===== src/rtl/latching_relay_pulse_controller_assert.svh =====
// Assertion macros shared by the relay controller RTL.
// Needs clk and rst_n in the scope where a macro is used.
`ifndef LATCHING_RELAY_PULSE_CONTROLLER_ASSERT_SVH
`define LATCHING_RELAY_PULSE_CONTROLLER_ASSERT_SVH
`ifndef NO_ASSERTIONS
// Checked only while out of reset.
`define LRPC_ASSERT(lbl, prop, msg) \
  lbl: assert property (@(posedge clk) disable iff (!rst_n) prop) else $error(msg);
// Checked on every edge, reset included.
`define LRPC_ASSERT_ALWAYS(lbl, prop, msg) \
  lbl: assert property (@(posedge clk) prop) else $error(msg);
`else
`define LRPC_ASSERT(lbl, prop, msg)
`define LRPC_ASSERT_ALWAYS(lbl, prop, msg)
`endif
`endif


===== src/rtl/lrpc_pkg.sv =====
// Package for the latching relay pulse controller: beat types, codes,
// sizes and the tick-length load function. No dependencies.
package lrpc_pkg;

  localparam int NUM_RELAYS = 8;
  localparam int TIMER_BITS = 16;
  localparam int RIDX_W     = (NUM_RELAYS > 1) ? $clog2(NUM_RELAYS) : 1;
  localparam logic [32:0] TIMER_MAX = (33'd1 << TIMER_BITS) - 33'd1;

  // Input action codes.
  localparam logic [2:0] ACT_TICK   = 3'd0;
  localparam logic [2:0] ACT_ON     = 3'd1;
  localparam logic [2:0] ACT_OFF    = 3'd2;
  localparam logic [2:0] ACT_TOGGLE = 3'd3;
  localparam logic [2:0] ACT_DRIVE  = 3'd4;

  // Configuration register indexes.
  localparam logic [2:0] CFG_LATCHING    = 3'd0;
  localparam logic [2:0] CFG_ACTIVE_HIGH = 3'd1;
  localparam logic [2:0] CFG_ALLOW_SIM   = 3'd2;
  localparam logic [2:0] CFG_PULSE       = 3'd3;
  localparam logic [2:0] CFG_RETRY       = 3'd4;

  typedef enum logic [2:0] {
    OP_NOP    = 3'd0,
    OP_TICK   = 3'd1,
    OP_ON     = 3'd2,
    OP_OFF    = 3'd3,
    OP_TOGGLE = 3'd4,
    OP_DRIVE  = 3'd5
  } op_t;

  typedef struct packed {
    logic [2:0] action;
    logic [2:0] relay_index;
    logic       level;
  } in_item_t;

  typedef struct packed {
    logic [7:0] coil_on_pins;
    logic [7:0] coil_off_pins;
    logic [7:0] virtual_on;
    logic       notify;
    logic [2:0] notify_relay;
    logic       notify_state;
  } out_item_t;

  typedef struct packed {
    op_t               op;
    logic [RIDX_W-1:0] relay;
    logic              level;
  } cmd_t;

  typedef struct packed {
    logic [7:0]  latching_mask;
    logic [7:0]  active_high_mask;
    logic        allow_simultaneous;
    logic [15:0] pulse_ticks;
    logic [15:0] retry_ticks;
  } cfg_t;

  // A length of zero counts as one tick; a length above the timer range saturates.
  function automatic logic [TIMER_BITS-1:0] load_ticks(logic [15:0] v);
    logic [32:0] w;
    w = 33'(v);
    if (w == 33'd0) w = 33'd1;
    if (w > TIMER_MAX) w = TIMER_MAX;
    return w[TIMER_BITS-1:0];
  endfunction

endpackage


===== src/rtl/lrpc_front.sv =====
// Front end: takes input beats, checks action and relay index and turns
// each beat into a command for the queue. Depends on lrpc_pkg.
module lrpc_front import lrpc_pkg::*; (
  input  logic     in_valid,
  output logic     in_ready,
  input  in_item_t in_data,
  input  logic     q_full,
  output logic     q_push,
  output cmd_t     q_cmd
);

  logic in_range;

  assign in_ready = !q_full;
  assign q_push   = in_valid && !q_full;
  assign in_range = ({1'b0, in_data.relay_index} < 4'(NUM_RELAYS));

  always_comb begin
    q_cmd.relay = RIDX_W'(in_data.relay_index);
    q_cmd.level = in_data.level;
    case (in_data.action)
      ACT_TICK:   q_cmd.op = OP_TICK;
      ACT_ON:     q_cmd.op = OP_ON;
      ACT_OFF:    q_cmd.op = OP_OFF;
      ACT_TOGGLE: q_cmd.op = OP_TOGGLE;
      ACT_DRIVE:  q_cmd.op = OP_DRIVE;
      default:    q_cmd.op = OP_NOP;
    endcase
    // Commands addressed past the last relay do nothing but still answer.
    if (!in_range && (q_cmd.op != OP_TICK)) begin
      q_cmd.op = OP_NOP;
    end
  end

endmodule


===== src/rtl/lrpc_cmdq.sv =====
// Two-entry command queue between the front end and the execution unit.
// Depends on lrpc_pkg.
module lrpc_cmdq import lrpc_pkg::*; (
  input  logic clk,
  input  logic rst_n,
  input  logic push,
  input  cmd_t push_cmd,
  output logic full,
  input  logic pop,
  output logic head_valid,
  output cmd_t head_cmd
);

  cmd_t       mem_r [2];
  logic       wr_ptr_r, wr_ptr_nxt;
  logic       rd_ptr_r, rd_ptr_nxt;
  logic [1:0] cnt_r, cnt_nxt;

  assign full       = (cnt_r == 2'd2);
  assign head_valid = (cnt_r != 2'd0);
  assign head_cmd   = mem_r[rd_ptr_r];

  always_comb begin
    wr_ptr_nxt = wr_ptr_r ^ push;
    rd_ptr_nxt = rd_ptr_r ^ pop;
    cnt_nxt    = cnt_r + 2'(push) - 2'(pop);
  end

  always_ff @(posedge clk) begin
    if (!rst_n) begin
      wr_ptr_r <= 1'b0;
      rd_ptr_r <= 1'b0;
      cnt_r    <= 2'd0;
    end else begin
      wr_ptr_r <= wr_ptr_nxt;
      rd_ptr_r <= rd_ptr_nxt;
      cnt_r    <= cnt_nxt;
    end
  end

  always_ff @(posedge clk) begin
    if (push) begin
      mem_r[wr_ptr_r] <= push_cmd;
    end
  end

endmodule


===== src/rtl/lrpc_back.sv =====
// Execution unit: runs commands against the relay state, walks the relay
// timers one per cycle on a tick, and holds the result beat.
// Depends on lrpc_pkg and latching_relay_pulse_controller_assert.svh.
`include "latching_relay_pulse_controller_assert.svh"
module lrpc_back import lrpc_pkg::*; (
  input  logic      clk,
  input  logic      rst_n,
  input  cfg_t      cfg,
  input  logic      q_valid,
  input  cmd_t      q_cmd,
  output logic      q_pop,
  output logic      out_valid,
  input  logic      out_ready,
  output out_item_t out_data
);

  typedef enum logic [2:0] {
    ST_IDLE = 3'b001,
    ST_WALK = 3'b010,
    ST_EMIT = 3'b100
  } bk_state_t;

  bk_state_t st_r, st_nxt;
  logic [RIDX_W-1:0]     idx_r, idx_nxt;
  logic [NUM_RELAYS-1:0] virt_r, virt_nxt;
  logic [NUM_RELAYS-1:0] pend_r, pend_nxt;
  logic [NUM_RELAYS-1:0] onc_r, onc_nxt;
  logic [NUM_RELAYS-1:0] offc_r, offc_nxt;
  logic [NUM_RELAYS-1:0] armed_r, armed_nxt;
  logic [NUM_RELAYS-1:0] retry_r, retry_nxt;
  logic [TIMER_BITS-1:0] cnt_r [NUM_RELAYS];
  logic [TIMER_BITS-1:0] cnt_nxt [NUM_RELAYS];
  logic                  own_v_r, own_v_nxt;
  logic [RIDX_W-1:0]     own_r, own_nxt;
  logic                  ntf_r, ntf_nxt;
  logic [2:0]            ntf_rly_r, ntf_rly_nxt;
  logic                  ntf_st_r, ntf_st_nxt;
  logic                  out_valid_r, out_valid_nxt;
  out_item_t             out_data_r, out_data_nxt;
  logic [NUM_RELAYS-1:0] ah;
  logic [NUM_RELAYS-1:0] latch;

  assign ah        = cfg.active_high_mask[NUM_RELAYS-1:0];
  assign latch     = cfg.latching_mask[NUM_RELAYS-1:0];
  assign out_valid = out_valid_r;
  assign out_data  = out_data_r;

  always_comb begin
    logic              sp;
    logic              ep;
    logic              dl;
    logic              lvl;
    logic [RIDX_W-1:0] tr;

    sp            = 1'b0;
    ep            = 1'b0;
    dl            = 1'b0;
    lvl           = 1'b0;
    tr            = idx_r;
    q_pop         = 1'b0;
    st_nxt        = st_r;
    idx_nxt       = idx_r;
    virt_nxt      = virt_r;
    pend_nxt      = pend_r;
    onc_nxt       = onc_r;
    offc_nxt      = offc_r;
    armed_nxt     = armed_r;
    retry_nxt     = retry_r;
    cnt_nxt       = cnt_r;
    own_v_nxt     = own_v_r;
    own_nxt       = own_r;
    ntf_nxt       = ntf_r;
    ntf_rly_nxt   = ntf_rly_r;
    ntf_st_nxt    = ntf_st_r;
    out_data_nxt  = out_data_r;
    out_valid_nxt = out_valid_r && !out_ready;

    case (st_r)
      ST_IDLE: begin
        if (q_valid) begin
          q_pop       = 1'b1;
          tr          = q_cmd.relay;
          ntf_nxt     = 1'b0;
          ntf_rly_nxt = 3'd0;
          ntf_st_nxt  = 1'b0;
          st_nxt      = ST_EMIT;
          case (q_cmd.op)
            OP_TICK: begin
              st_nxt  = ST_WALK;
              idx_nxt = '0;
            end
            OP_ON, OP_OFF, OP_TOGGLE: begin
              if (q_cmd.op == OP_ON) begin
                lvl = 1'b1;
              end else if (q_cmd.op == OP_OFF) begin
                lvl = 1'b0;
              end else begin
                lvl = !virt_r[tr];
              end
              virt_nxt[tr] = lvl;
              dl           = 1'b1;
              ntf_nxt      = 1'b1;
              ntf_rly_nxt  = 3'(tr);
              ntf_st_nxt   = lvl;
            end
            OP_DRIVE: begin
              dl  = 1'b1;
              lvl = q_cmd.level;
            end
            default: ;
          endcase
        end
      end
      ST_WALK: begin
        if (armed_r[tr]) begin
          if (cnt_r[tr] > TIMER_BITS'(1)) begin
            cnt_nxt[tr] = cnt_r[tr] - TIMER_BITS'(1);
          end else begin
            cnt_nxt[tr]   = '0;
            armed_nxt[tr] = 1'b0;
            if (retry_r[tr]) begin
              sp = 1'b1;
            end else begin
              ep = 1'b1;
            end
          end
        end
        idx_nxt = RIDX_W'(idx_r + 1'b1);
        if (idx_r == RIDX_W'(NUM_RELAYS - 1)) begin
          st_nxt = ST_EMIT;
        end
      end
      ST_EMIT: begin
        if (!out_valid_r || out_ready) begin
          out_valid_nxt              = 1'b1;
          out_data_nxt.coil_on_pins  = 8'(~(onc_r ^ ah));
          out_data_nxt.coil_off_pins = 8'(~(offc_r ^ ah) & latch);
          out_data_nxt.virtual_on    = 8'(virt_r);
          out_data_nxt.notify        = ntf_r;
          out_data_nxt.notify_relay  = ntf_rly_r;
          out_data_nxt.notify_state  = ntf_st_r;
          st_nxt                     = ST_IDLE;
        end
      end
      default: st_nxt = ST_IDLE;
    endcase

    // A plain relay follows the level; a latching one restarts its pulse.
    if (dl) begin
      if (!latch[tr]) begin
        onc_nxt[tr] = lvl;
      end else begin
        pend_nxt[tr]  = lvl;
        armed_nxt[tr] = 1'b0;
        ep            = 1'b1;
        sp            = 1'b1;
      end
    end

    if (ep) begin
      onc_nxt[tr]  = 1'b0;
      offc_nxt[tr] = 1'b0;
      if (own_v_nxt && (own_nxt == tr)) begin
        own_v_nxt = 1'b0;
      end
    end

    if (sp) begin
      armed_nxt[tr] = 1'b1;
      if (!own_v_nxt || cfg.allow_simultaneous) begin
        if (pend_nxt[tr]) begin
          onc_nxt[tr] = 1'b1;
        end else begin
          offc_nxt[tr] = 1'b1;
        end
        own_v_nxt     = 1'b1;
        own_nxt       = tr;
        retry_nxt[tr] = 1'b0;
        cnt_nxt[tr]   = load_ticks(cfg.pulse_ticks);
      end else begin
        retry_nxt[tr] = 1'b1;
        cnt_nxt[tr]   = load_ticks(cfg.retry_ticks);
      end
    end
  end

  always_ff @(posedge clk) begin
    if (!rst_n) begin
      st_r        <= ST_IDLE;
      idx_r       <= '0;
      virt_r      <= '0;
      pend_r      <= '0;
      onc_r       <= '0;
      offc_r      <= '0;
      armed_r     <= '0;
      retry_r     <= '0;
      own_v_r     <= 1'b0;
      own_r       <= '0;
      ntf_r       <= 1'b0;
      ntf_rly_r   <= 3'd0;
      ntf_st_r    <= 1'b0;
      out_valid_r <= 1'b0;
    end else begin
      st_r        <= st_nxt;
      idx_r       <= idx_nxt;
      virt_r      <= virt_nxt;
      pend_r      <= pend_nxt;
      onc_r       <= onc_nxt;
      offc_r      <= offc_nxt;
      armed_r     <= armed_nxt;
      retry_r     <= retry_nxt;
      own_v_r     <= own_v_nxt;
      own_r       <= own_nxt;
      ntf_r       <= ntf_nxt;
      ntf_rly_r   <= ntf_rly_nxt;
      ntf_st_r    <= ntf_st_nxt;
      out_valid_r <= out_valid_nxt;
    end
  end

  always_ff @(posedge clk) begin
    cnt_r      <= cnt_nxt;
    out_data_r <= out_data_nxt;
  end

  // The slot owner always has a running pulse timer, never a retry.
  `LRPC_ASSERT(a_owner_pulsing, own_v_r |-> (armed_r[own_r] && !retry_r[own_r]), "owner without pulse")
  // The queue is only drained between items.
  `LRPC_ASSERT(a_pop_idle, q_pop |-> (st_r == ST_IDLE), "command taken while busy")
  // The walk always starts at relay zero.
  `LRPC_ASSERT(a_walk_start, (q_pop && (q_cmd.op == OP_TICK)) |=> (idx_r == '0), "bad walk start")
  `LRPC_ASSERT_ALWAYS(a_reset_out, !rst_n |=> !out_valid_r, "result valid after reset")

endmodule


===== src/rtl/latching_relay_pulse_controller.sv =====
// Top level of the latching relay pulse controller: configuration registers
// and the front end, command queue and execution unit. Depends on lrpc_pkg.
//
//  Port group  Direction  Handshake          Beat
//  in_*        input      in_valid/in_ready  in_item_t
//  out_*       output     out_valid/out_ready out_item_t
//  cfg_*       input      cfg_we             index 0..4, 16-bit data
//
// A command goes from the queue to the emit state, which registers its
// result; a tick first walks the relay timers, one relay per cycle.
// Up to two items queue ahead of the execution unit, so input is taken
// while a result waits. Reset is synchronous, active low, and needs no
// clearing pass. A stalled output holds the execution unit; the input
// stalls only once the queue is full.
module latching_relay_pulse_controller import lrpc_pkg::*; (
  input  logic        clk,
  input  logic        rst_n,
  input  logic        in_valid,
  output logic        in_ready,
  input  in_item_t    in_data,
  output logic        out_valid,
  input  logic        out_ready,
  output out_item_t   out_data,
  input  logic        cfg_we,
  input  logic [2:0]  cfg_index,
  input  logic [15:0] cfg_wdata
);

  cfg_t cfg_r, cfg_nxt;
  logic q_full, q_push, q_pop, q_valid;
  cmd_t push_cmd, head_cmd;

  always_comb begin
    cfg_nxt = cfg_r;
    if (cfg_we) begin
      case (cfg_index)
        CFG_LATCHING:    cfg_nxt.latching_mask      = cfg_wdata[7:0];
        CFG_ACTIVE_HIGH: cfg_nxt.active_high_mask   = cfg_wdata[7:0];
        CFG_ALLOW_SIM:   cfg_nxt.allow_simultaneous = cfg_wdata[0];
        CFG_PULSE:       cfg_nxt.pulse_ticks        = cfg_wdata;
        CFG_RETRY:       cfg_nxt.retry_ticks        = cfg_wdata;
        default: ;
      endcase
    end
  end

  always_ff @(posedge clk) begin
    if (!rst_n) begin
      cfg_r.latching_mask      <= 8'd0;
      cfg_r.active_high_mask   <= 8'd255;
      cfg_r.allow_simultaneous <= 1'b0;
      cfg_r.pulse_ticks        <= 16'd100;
      cfg_r.retry_ticks        <= 16'd50;
    end else begin
      cfg_r <= cfg_nxt;
    end
  end

  lrpc_front u_front (
    .in_valid (in_valid),
    .in_ready (in_ready),
    .in_data  (in_data),
    .q_full   (q_full),
    .q_push   (q_push),
    .q_cmd    (push_cmd)
  );

  lrpc_cmdq u_cmdq (
    .clk        (clk),
    .rst_n      (rst_n),
    .push       (q_push),
    .push_cmd   (push_cmd),
    .full       (q_full),
    .pop        (q_pop),
    .head_valid (q_valid),
    .head_cmd   (head_cmd)
  );

  lrpc_back u_back (
    .clk       (clk),
    .rst_n     (rst_n),
    .cfg       (cfg_r),
    .q_valid   (q_valid),
    .q_cmd     (head_cmd),
    .q_pop     (q_pop),
    .out_valid (out_valid),
    .out_ready (out_ready),
    .out_data  (out_data)
  );

endmodule


===== config.mk =====
export PLATFORM = sky130hd
export DESIGN_NAME = latching_relay_pulse_controller
export DESIGN_NICKNAME = d
export VERILOG_FILES = /design/src/rtl/lrpc_pkg.sv /design/src/rtl/lrpc_front.sv /design/src/rtl/lrpc_cmdq.sv /design/src/rtl/lrpc_back.sv /design/src/rtl/latching_relay_pulse_controller.sv
export VERILOG_INCLUDE_DIRS = /design/src /design/src/rtl
export SDC_FILE = /design/constraint.sdc
export NUM_CORES = 1
export LEC_CHECK = 0
export ABC_AREA = 1
export BUFFER_PORTS_ARGS = -buffer_cell sky130_fd_sc_hd__buf_4
export CAP_MARGIN = 5
export CORE_UTILIZATION = 50
export DETAILED_ROUTE_END_ITERATION = 16
export PLACE_DENSITY = 0.66
export SLEW_MARGIN = 0
export SYNTH_ARGS = -nofsm -noshare
export SYNTH_HDL_FRONTEND = slang
export SYNTH_SLANG_ARGS = --single-unit

===== constraint.sdc =====
create_clock -name clk -period 4.5 [get_ports clk]
set_clock_uncertainty 0.15 [all_clocks]
set_input_delay 0.675 -clock clk [delete_from_list [all_inputs] [get_ports clk]]
set_output_delay 0.675 -clock clk [all_outputs]
set_load 0.005 [all_outputs]

==> impl_metrics.json <==
{
  "route.detailed.drc": 0,
  "setup_violations": 0,
  "p_switching_mw": 2.84,
  "ys_seq_area_frac": 0.427,
  "cts_buffers": 30,
  "dpl.hpwl_um": 34200,
  "grt-busiest-layer": "met2",
  "max_clock_freq_mhz": 256,
  "final_common_cell": "nand2_1",
  "max_cap_viol_count": 0,
  "ctsHtreeMaxLevel": 1,
  "drt-initial-drc-count": 1472,
  "pre_cts_slack_ns": 0.678,
  "nets": 2150,
  "yosys_most_used_dff": "dfxtp_1",
  "cts_tree": "done",
  "synthArstFlopShare": 0,
  "arrival_ns": 4.17,
  "nFillCells": 2775,
  "num_io_pins": 62,
  "pwr-share-clk": 0.341,
  "first_global_vias": 13300,
  "die_w_um": 173,
  "ys_warn_count": 0,
  "setup_tns_ns": 0,
  "grt_util_met2": 0.537,
  "synthesis.nets": 2109,
  "route.vias.total": 14200,
  "status": "completed",
  "drive_above_1_share": 0.114,
  "p_total_mw": 8.09,
  "p_int_mw": 5.25,
  "crit_type": "flop to flop",
  "grt_max_degree": 68,
  "hold_buffers": 0,
  "ys_ff_latch": 289,
  "antenna_found_initial": 0,
  "post_cts_buffers": 0,
  "use_met1": 0.433,
  "synth.distinct_cells": 53,
  "cp-end-kind": "flop",
  "worstSetupStartpointType": "flop",
  "final_cell_mix": "635 x nand2_1, 245 x dfxtp_1, 182 x inv_1",
  "core_um2": 28700,
  "p_sw_frac": 0.351,
  "hold_violations": 0,
  "wl_per_cell_um": 19.5,
  "clkTransAtPathRegs_ns": 0.06,
  "combPwrFrac": 0.281,
  "routed_wirelength_um": 49200,
  "area_delta_synth_final_pct": 12.6,
  "antenna_cells": 0,
  "slew_headroom": 0.415,
  "place_congestion": 1.01,
  "slew_viol_final": 0,
  "cts_resized": 0,
  "hp-class": "input port to flop",
  "grtUsageTotal": 0.327,
  "clock-root-buffer": "clkbuf_16",
  "synth.avg_cell_area_um2": 7.03,
  "dieArea_um2": 29800,
  "io_buffers": 61,
  "synth_area_um2": 14600,
  "die_height_um": 173,
  "power-per-cell-area_nw_per_um2": 494,
  "insertion_delay_ns": 0.56,
  "worstMarginPinSlew_ns": 0.871,
  "grt.overflow.total": 0,
  "drtPass1Iterations": 6,
  "grtUsageMet3": 0.0389,
  "grt_pass1_wl_um": 76300,
  "rows": 62,
  "worstPathRequired_ns": 4.77,
  "finalCriticalPeriod_ns": 3.91,
  "leakage_nw": 7.15,
  "clock-sinks": 289,
  "vias_per_cell": 5.65,
  "clk_path_buf_depth": 3,
  "initial_core_util": 0.507,
  "seqPwrFrac": 0.378,
  "syn_inst": 2070,
  "period_share": 0.868,
  "crit_path_max_fanout": 25,
  "setup_ws_ns": 0.594,
  "ant_nets": 0,
  "vdd_drop_max_uv": 279,
  "rsz0062_at_grt": "no",
  "synth_enable_flop_cells": 43
}
path summary, 6_finish.rpt:
kind | start | to | slack, ns | cells past startpoint
setup / recovery | u_back.idx_r[2] | u_back.cnt_r[121] | 0.59 | 18
hold / removal | in_data[3] | u_cmdq.mem_r[0][3] | 0.15 | 1
setup reg to reg | u_back.idx_r[2] | u_back.cnt_r[121] | 0.59 | 18
hold reg to reg | u_back.ntf_rly_r[1] | u_back.out_data[2] | 0.28 | 0
cells by family (layout without fill, tap and decap cells):
group,count (synthesis),in the layout,synth area share
AND/OR/NAND/NOR,928,928,0.264
flip-flops,289,289,0.427
adder cells (fa/ha/maj),8,8,0.00688
multiplexers,6,6,0.00413
XOR/XNOR,27,27,0.0173
AO/OA/AOI/OAI,508,508,0.193
buffers and inverters,304,369,0.0877
flip-flops by register name, indices dropped and copies added (netlist names), 2 cells and up, named ones only:
| register | cells |
|---|---|
| u_back.onc_r | 8 |
| u_back.ntf_rly_r | 3 |
| u_cmdq.mem_r | 14 |
| u_back.virt_r | 8 |
| u_cmdq.cnt_r | 2 |
| u_back.out_data | 29 |
| u_back.pend_r | 8 |
| u_back.idx_r | 3 |
| u_back.own_r | 3 |
| u_back.offc_r | 8 |
| u_back.cnt_r | 128 |
| cfg_r | 49 |
| u_back.armed_r | 8 |
| u_back.st_r | 3 |
worst max-delay path, cell delays in order, from the launching register on:
cell     delay (ns)
dfxtp_1        0.32
inv_2          0.29
nand3_1        0.35
o22ai_1        0.27
nor2_1         0.07
nand4_2        0.16
inv_2          0.07
ha_1           0.25
nor2_1         0.12
nor2_1         0.05
nand2_1        0.06
nor2_1         0.05
nand3_1        0.12
nand2_1        0.10
nand2_2        0.10
nand3_4        0.24
buf_4          0.29
o21ai_2        0.55
a22oi_1        0.13
power by group through the flow:
| stage | clock, mW | sequential (mW) | combinational (mW) |
|---|---|---|---|
| 4_1_cts | 2.79 | 3.06 | 2.23 |
| 6_report | 2.76 | 3.06 | 2.27 |
| 3_5_place_dp | 0 | 3.11 | 2.22 |
| 5_1_grt | 2.89 | 3.09 | 2.52 |
| 2_1_floorplan | 0 | 3.07 | 1.65 |
| 3_3_place_gp | 0 | 3.11 | 2.20 |
synth_stat cells (2+ instances only):
library cell | count | area [um2]
a211oi_1 | 3 | 22.5
a21oi_1 | 93 | 465
a22oi_1 | 14 | 105
a22oi_2 | 2 | 25.0
a31oi_1 | 5 | 31.3
a41oi_1 | 2 | 17.5
buf_1 | 3 | 11.3
buf_2 | 32 | 160
buf_4 | 6 | 45.0
buf_6 | 9 | 101
clkbuf_1 | 34 | 128
clkinv_1 | 5 | 18.8
dfxtp_1 | 246 | 4920
edfxtp_1 | 43 | 1290
ha_1 | 8 | 100
inv_1 | 182 | 683
inv_2 | 31 | 116
inv_4 | 2 | 12.5
mux2i_1 | 6 | 60.1
nand2_1 | 635 | 2380
nand2_2 | 22 | 138
nand3_1 | 65 | 325
nand3_2 | 4 | 40.0
nand4_1 | 6 | 37.5
nor2_1 | 146 | 548
nor2_2 | 9 | 56.3
nor2_4 | 8 | 90.1
nor3_1 | 12 | 60.1
nor4_1 | 8 | 50.1
o211ai_1 | 12 | 90.1
o21ai_0 | 177 | 886
o21ai_1 | 116 | 581
o21ai_2 | 12 | 105
o221ai_1 | 2 | 17.5
o22ai_1 | 64 | 400
or2_1 | 5 | 31.3
xnor2_1 | 14 | 123
xnor2_2 | 2 | 32.5
xor2_1 | 11 | 96.3
cell type report:
cell class,count,area [um2],share of cell area
Multi-Input combinational cell,1477,7080,0.432
Sequential cell,289,6220,0.379
Inverter,220,831,0.0507
Clock inverter,23,299,0.0182
Timing Repair Buffer,93,711,0.0433
Tap cell,384,480,0.0293
Clock buffer,33,783,0.0478
stage by stage:
stage          cells  area, um2  hold slack [ns]   util
2_1_floorplan   2070      14600            0.258      -
3_3_place_gp    2463      15300            0.265  0.534
3_5_place_dp    2463      15300            0.266  0.534
4_1_cts         2519      16400            0.120  0.571
5_1_grt         2519      16400            0.137  0.571
6_report        2519      16400            0.147  0.571
routing by layer:
| layer | vias up | wire, um |
|---|---|---|
| met5 | - | 0 |
| met4 | 0 | 2050 |
| li1 | 6889 | - |
| met1 | 6630 | 21000 |
| met3 | 119 | 3610 |
| met2 | 595 | 22600 |
No activity file was read; power rests on OpenSTA's default activity.
